==> src/hdl/psns_pkg.sv <==
// Shared types and constants for the point store nearest-search block.
// No dependencies; every other file in hdl/ refers to this package by scoped names.
`default_nettype none

package psns_pkg;

    // Store geometry and coordinate format
    localparam int MAX_POINTS = 1024;
    localparam int COORD_W    = 16;
    localparam int INDEX_W    = $clog2(MAX_POINTS);
    localparam int COUNT_W    = $clog2(MAX_POINTS + 1);

    // Distance datapath widths
    localparam int DIFF_W = COORD_W + 1;
    localparam int SQ_W   = 2 * DIFF_W - 1;
    localparam int SUM_W  = SQ_W + 2;

    typedef enum logic {
        OP_ADD    = 1'b0,
        OP_LOCATE = 1'b1
    } psns_op_t;

    typedef enum logic [1:0] {
        ST_IDLE,
        ST_SCAN,
        ST_DRAIN
    } psns_state_t;

    typedef struct packed {
        logic signed [COORD_W-1:0] x;
        logic signed [COORD_W-1:0] y;
        logic signed [COORD_W-1:0] z;
    } psns_point_t;

    // One input transaction
    typedef struct packed {
        psns_op_t                  op;
        logic signed [COORD_W-1:0] x_coord;
        logic signed [COORD_W-1:0] y_coord;
        logic signed [COORD_W-1:0] z_coord;
    } psns_item_t;

    // One result transaction
    typedef struct packed {
        logic [INDEX_W-1:0]        point_index;
        logic                      ok;
        logic [COUNT_W-1:0]        point_count;
        logic                      box_valid;
        logic signed [COORD_W-1:0] min_x;
        logic signed [COORD_W-1:0] min_y;
        logic signed [COORD_W-1:0] min_z;
        logic signed [COORD_W-1:0] max_x;
        logic signed [COORD_W-1:0] max_y;
        logic signed [COORD_W-1:0] max_z;
    } psns_result_t;

    // Request from the sequencer to the distance unit
    typedef struct packed {
        logic               clear;
        logic               valid;
        logic [INDEX_W-1:0] index;
    } psns_dist_req_t;

    // Status back from the distance unit
    typedef struct packed {
        logic               pending;
        logic [INDEX_W-1:0] best_index;
    } psns_dist_stat_t;

endpackage

`default_nettype wire

==> src/hdl/psns_dist_unit.sv <==
// Pipelined squared-distance unit with running minimum, one point per cycle.
// Depends on psns_pkg; fed by psns_point_mem read data in the cycle after the request.
`default_nettype none

module psns_dist_unit (
    input  wire                           clk,
    input  wire                           rst_n,
    input  wire psns_pkg::psns_point_t    query,
    input  wire psns_pkg::psns_dist_req_t req,
    input  wire psns_pkg::psns_point_t    point,
    output psns_pkg::psns_dist_stat_t     stat
);

    // Stage 0: request aligned with memory read latency
    logic                            s0_valid_reg;
    logic [psns_pkg::INDEX_W-1:0]    s0_index_reg;
    // Stage 1: per-axis differences
    logic                            s1_valid_reg;
    logic [psns_pkg::INDEX_W-1:0]    s1_index_reg;
    logic signed [psns_pkg::DIFF_W-1:0] s1_dx_reg;
    logic signed [psns_pkg::DIFF_W-1:0] s1_dy_reg;
    logic signed [psns_pkg::DIFF_W-1:0] s1_dz_reg;
    // Stage 2: per-axis squares
    logic                            s2_valid_reg;
    logic [psns_pkg::INDEX_W-1:0]    s2_index_reg;
    logic [psns_pkg::SQ_W-1:0]       s2_sx_reg;
    logic [psns_pkg::SQ_W-1:0]       s2_sy_reg;
    logic [psns_pkg::SQ_W-1:0]       s2_sz_reg;
    // Stage 3: summed distance
    logic                            s3_valid_reg;
    logic [psns_pkg::INDEX_W-1:0]    s3_index_reg;
    logic [psns_pkg::SUM_W-1:0]      s3_sum_reg;
    // Running best
    logic                            first_reg;
    logic [psns_pkg::SUM_W-1:0]      best_dist_reg;
    logic [psns_pkg::INDEX_W-1:0]    best_index_reg;

    logic signed [2*psns_pkg::DIFF_W-1:0] prod_x;
    logic signed [2*psns_pkg::DIFF_W-1:0] prod_y;
    logic signed [2*psns_pkg::DIFF_W-1:0] prod_z;

    // Squares of the registered differences
    always_comb
    begin
        prod_x = s1_dx_reg * s1_dx_reg;
        prod_y = s1_dy_reg * s1_dy_reg;
        prod_z = s1_dz_reg * s1_dz_reg;
    end

    // Valid pipe
    always_ff @(posedge clk or negedge rst_n)
    begin
        if (!rst_n)
        begin
            s0_valid_reg <= 1'b0;
            s1_valid_reg <= 1'b0;
            s2_valid_reg <= 1'b0;
            s3_valid_reg <= 1'b0;
        end
        else
        begin
            s0_valid_reg <= req.valid;
            s1_valid_reg <= s0_valid_reg;
            s2_valid_reg <= s1_valid_reg;
            s3_valid_reg <= s2_valid_reg;
        end
    end

    // Datapath stages
    always_ff @(posedge clk)
    begin
        s0_index_reg <= req.index;

        s1_index_reg <= s0_index_reg;
        s1_dx_reg    <= psns_pkg::DIFF_W'(query.x) - psns_pkg::DIFF_W'(point.x);
        s1_dy_reg    <= psns_pkg::DIFF_W'(query.y) - psns_pkg::DIFF_W'(point.y);
        s1_dz_reg    <= psns_pkg::DIFF_W'(query.z) - psns_pkg::DIFF_W'(point.z);

        s2_index_reg <= s1_index_reg;
        s2_sx_reg    <= prod_x[psns_pkg::SQ_W-1:0];
        s2_sy_reg    <= prod_y[psns_pkg::SQ_W-1:0];
        s2_sz_reg    <= prod_z[psns_pkg::SQ_W-1:0];

        s3_index_reg <= s2_index_reg;
        s3_sum_reg   <= psns_pkg::SUM_W'(s2_sx_reg) + psns_pkg::SUM_W'(s2_sy_reg)
                      + psns_pkg::SUM_W'(s2_sz_reg);
    end

    // Running minimum; strict compare keeps the lower index on ties
    always_ff @(posedge clk or negedge rst_n)
    begin
        if (!rst_n)
        begin
            first_reg      <= 1'b1;
            best_dist_reg  <= '0;
            best_index_reg <= '0;
        end
        else if (req.clear)
        begin
            first_reg      <= 1'b1;
            best_index_reg <= '0;
        end
        else if (s3_valid_reg && (first_reg || (s3_sum_reg < best_dist_reg)))
        begin
            first_reg      <= 1'b0;
            best_dist_reg  <= s3_sum_reg;
            best_index_reg <= s3_index_reg;
        end
    end

    assign stat.pending    = s0_valid_reg | s1_valid_reg | s2_valid_reg | s3_valid_reg;
    assign stat.best_index = best_index_reg;

endmodule

`default_nettype wire

==> config.mk <==
export PLATFORM = sky130hd
export DESIGN_NAME = psns_dist_unit
export DESIGN_NICKNAME = d
export VERILOG_FILES = /design/src/hdl/psns_pkg.sv /design/src/hdl/psns_dist_unit.sv
export SDC_FILE = /design/constraint.sdc
export NUM_CORES = 2
export LEC_CHECK = 0
export BUFFER_PORTS_ARGS = -buffer_cell sky130_fd_sc_hd__buf_2
export CORE_AREA = 2 2 293 410
export CTS_BUF_LIST = sky130_fd_sc_hd__clkbuf_8
export CTS_CLUSTER_SIZE = 12
export DETAILED_ROUTE_END_ITERATION = 10
export DIE_AREA = 0 0 295 412
export PLACE_DENSITY = 0.57
export REMOVE_ABC_BUFFERS = 1
export SETUP_SLACK_MARGIN = 0.2
export SYNTH_ARGS = -nofsm -noshare
export SYNTH_HDL_FRONTEND = slang
export SYNTH_SLANG_ARGS = --single-unit
==> constraint.sdc <==
create_clock -name clk -period 17.9 [get_ports clk]
set_input_delay 1.79 -clock clk [delete_from_list [all_inputs] [get_ports clk]]
set_output_delay 1.79 -clock clk [all_outputs]
set_load 0.02 [all_outputs]
==> insert_results.sql <==
INSERT INTO impl_metrics (metric_group, metric, value, unit) VALUES
('run_status', 'outcome', 'completed', ''),
('synthesis', 'number_of_library_cell_types_mapped_by_synthesis', '83', ''),
('clocking', 'hold_buf_cts', '0', ''),
('grt', 'antenna_found_initial', '1', ''),
('synthesis', 'mapped_area', '40900', 'µm²'),
('grt', 'grt_start_max_net_pins', '51', ''),
('grt', 'grt_overflow_total', '0', ''),
('detailed_routing', 'vias_per_cell', '4.57', ''),
('job', 'timing.max_cap.violations', '0', ''),
('clocking', 'cts_tree', 'done', ''),
('sta', 'finalClockSkew', '77.4', 'ps'),
('synthesis', 'netlist_instances', '4238', ''),
('sta', 'worstMarginPinSlew', '961', 'ps'),
('synthesis', 'yosys.area_share.adder', '51.6', '%'),
('grt', 'first_global_vias', '30254', ''),
('die', 'initial_core_utilization', '34.8', '%'),
('sta', 'final.min_clock_period', '6850', 'ps'),
('detailed_routing', 'vias', '27221', ''),
('clocking', 'worst_skew_pair.late_latency', '690', 'ps'),
('cells_and_area', 'post_route_cells_drive_above_1_share', '6.31', '%'),
('synthesis', 'synth-edff-count', '0', ''),
('detailed_routing', 'antenna_violating_nets_left', '0', ''),
('sta', 'final_slew_violations', '0', ''),
('placed_design', 'place.detailed.hpwl', '74400', 'µm'),
('clocking', 'cts_made_buffers', '49', ''),
('cells_and_area', 'layout-area-overhead-vs-synth', '8.42', '%'),
('setup_path', 'reg2reg_slack', '11050', 'ps'),
('die', 'fp.dieH', '412', 'µm'),
('grt', 'global_route_wire_length_before_repair', '150000', 'µm'),
('sta', 'fmaxAchievable', '146', 'MHz'),
('setup_path', 'timing.critical_path.from_type', 'flip-flop', ''),
('setup_path', 'rr_endpoint', 's2_sx_reg[32]', ''),
('setup_path', 'worst-r2r-cell-count', '21', ''),
('clocking', 'clock_tree.root_cell', 'clkbuf_8', ''),
('synthesis', 'synthDominantCellAreaShare', '40.1', '%'),
('die', 'number_of_rows_in_the_core_area', '149', ''),
('synthesis', 'postSynthRegisterBits', '272', ''),
('detailed_routing', 'drc', '0', ''),
('sta', 'finalSetupViolations', '0', ''),
('setup_path', 'data_required_time_at_the_worst_endpoint', '18490', 'ps'),
('detailed_routing', 'drt_iter0_markers', '856', ''),
('detailed_routing', 'route.detailed.wl_per_inst', '14.8', 'µm'),
('clocking', 'cts.repair.resized', '0', ''),
('die', 'chipWidth', '295', 'µm'),
('setup_path', 'worst-endpoint-arrival', '7440', 'ps'),
('detailed_routing', 'firstDrtPassIters', '5', ''),
('synthesis', 'synth_area_in_compound_gates', '7.50', '%'),
('clocking', 'cts_buffer_depth', '3', ''),
('synthesis', 'synthMostInstantiatedCell', 'inv_1', ''),
('synthesis', 'synth_sequential_area_ratio', '13.9', '%'),
('synthesis', 'synthesis.area_per_instance', '9.66', 'µm²'),
('placed_design', 'finalWeightedCongestion', '0.835', ''),
('sta', 'relative_max_transition_margin', '35.8', '%'),
('synthesis', 'synth_top_family_by_area', 'adder cells', ''),
('hold_path', 'hp-class', 'flip-flop to flip-flop', ''),
('setup_path', 'crit_path_start', 's1_dx_reg[2]', ''),
('clocking', 'post_cts_buffers', '0', ''),
('placed_design', 'buffer_ports.inserted', '120', ''),
('setup_path', 'setup.worst_path.end', 's2_sx_reg[32]', ''),
('cells_and_area', 'finish.net_count', '5643', ''),
('synthesis', 'xor_xnor_portion_of_the_synthesized_cell_area', '4.17', '%'),
('setup_path', 'worst_r2r_startpoint', 's1_dx_reg[2]', ''),
('synthesis', 'multiplexer_share_of_the_synthesized_area', '1.29', '%'),
('sta', 'period_share', '38.3', '%'),
('sta', 'setup_repair_after_global_routing_missed_its_margin', 'false', ''),
('synthesis', 'yosysTopAreaCell', 'fa_1', ''),
('setup_path', 'critPathMaxFanout', '21', ''),
('die', 'fp.dieArea', '122000', 'µm²'),
('die', 'io-pin-count', '121', ''),
('detailed_routing', 'detail_route.wirelength', '88500', 'µm'),
('synthesis', 'post_synth_most_frequent_cells', 'inv_1 (1158), fa_1 (820), ha_1 (377)', '');
-- critical path: stages, from the launching register on --
cell	delay [ps]
dfxtp_1	930
and2_1	360
fa_1	530
inv_1	160
fa_1	430
fa_1	440
fa_1	520
inv_1	60
fa_1	520
inv_1	50
fa_1	470
inv_1	40
ha_1	390
a2111oi_0	430
o21ai_1	150
o2111ai_1	130
nand2_1	100
or3_1	330
o211a_1	230
o31a_1	270
nor2_1	110
xnor2_1	120
-- worst min path at each step --
stage / depth (start not counted) / slack (ps) / from / endpoint
floorplan: 0 / 310 / s0_index_reg[0] / s1_index_reg[0]
global placement: 0 / 310 / s0_index_reg[3] / s1_index_reg[3]
detailed placement: 0 / 310 / s0_index_reg[9] / s1_index_reg[9]
CTS: 0 / 330 / s2_index_reg[7] / s3_index_reg[7]
global route: 0 / 330 / s2_index_reg[6] / s3_index_reg[6]
finish: 0 / 330 / s2_index_reg[6] / s3_index_reg[6]
-- through the flow --
stage	hold slack, ps	std cells	cell area [µm²]	worst slack, ps
2_1_floorplan	310	4149	40600	11630
5_1_grt	330	5962	44400	10610
6_report	325	5962	44400	11050
3_5_place_dp	313	5870	43300	11060
4_1_cts	328	5961	44400	11020
3_3_place_gp	311	5870	43300	11140
-- routing by layer --
metal | vias to the layer above | wire (µm) | track usage, %
li1 | 13026 | - | -
met3 | 162 | 2320 | 1.58
met5 | - | 0 | 0
met4 | 0 | 3370 | 5.67
met1 | 13636 | 34300 | 17.4
met2 | 397 | 48500 | 29.8
-- final cells by class --
class | count | area [µm²]
flip-flops and latches | 272 | 5700
clock inverters | 33 | 283
clock buffers | 58 | 798
well taps | 1585 | 1980
fillers | 11859 | 73300
multi-input cells | 2719 | 30600
repair buffers | 136 | 721
diodes | 1 | 2.50
inverters | 1158 | 4350
-- cells in the final DEF, fill, tap and decap left out, drive strengths merged, types with 120 or more instances in the layout --
| master | Yosys | routed |
|---|---|---|
| dfxtp | 222 | 222 |
| inv | 1158 | 1173 |
| fa | 820 | 820 |
| and2 | 151 | 151 |
| nor2 | 160 | 160 |
| a21oi | 120 | 120 |
| buf | 6 | 136 |
| xnor2 | 157 | 157 |
| nand2 | 274 | 274 |
| ha | 377 | 377 |
-- kinds of logic after synthesis --
logic type      Yosys count
other cells               1
fa+ha+maj              1197
compound gates          442
xor+xnor                195
simple gates            834
mux                      48
flops                   272
buf+inv                1249
Power is not shown: default switching activity piles up to over one toggle a cycle in this logic, so the estimate is an artifact.
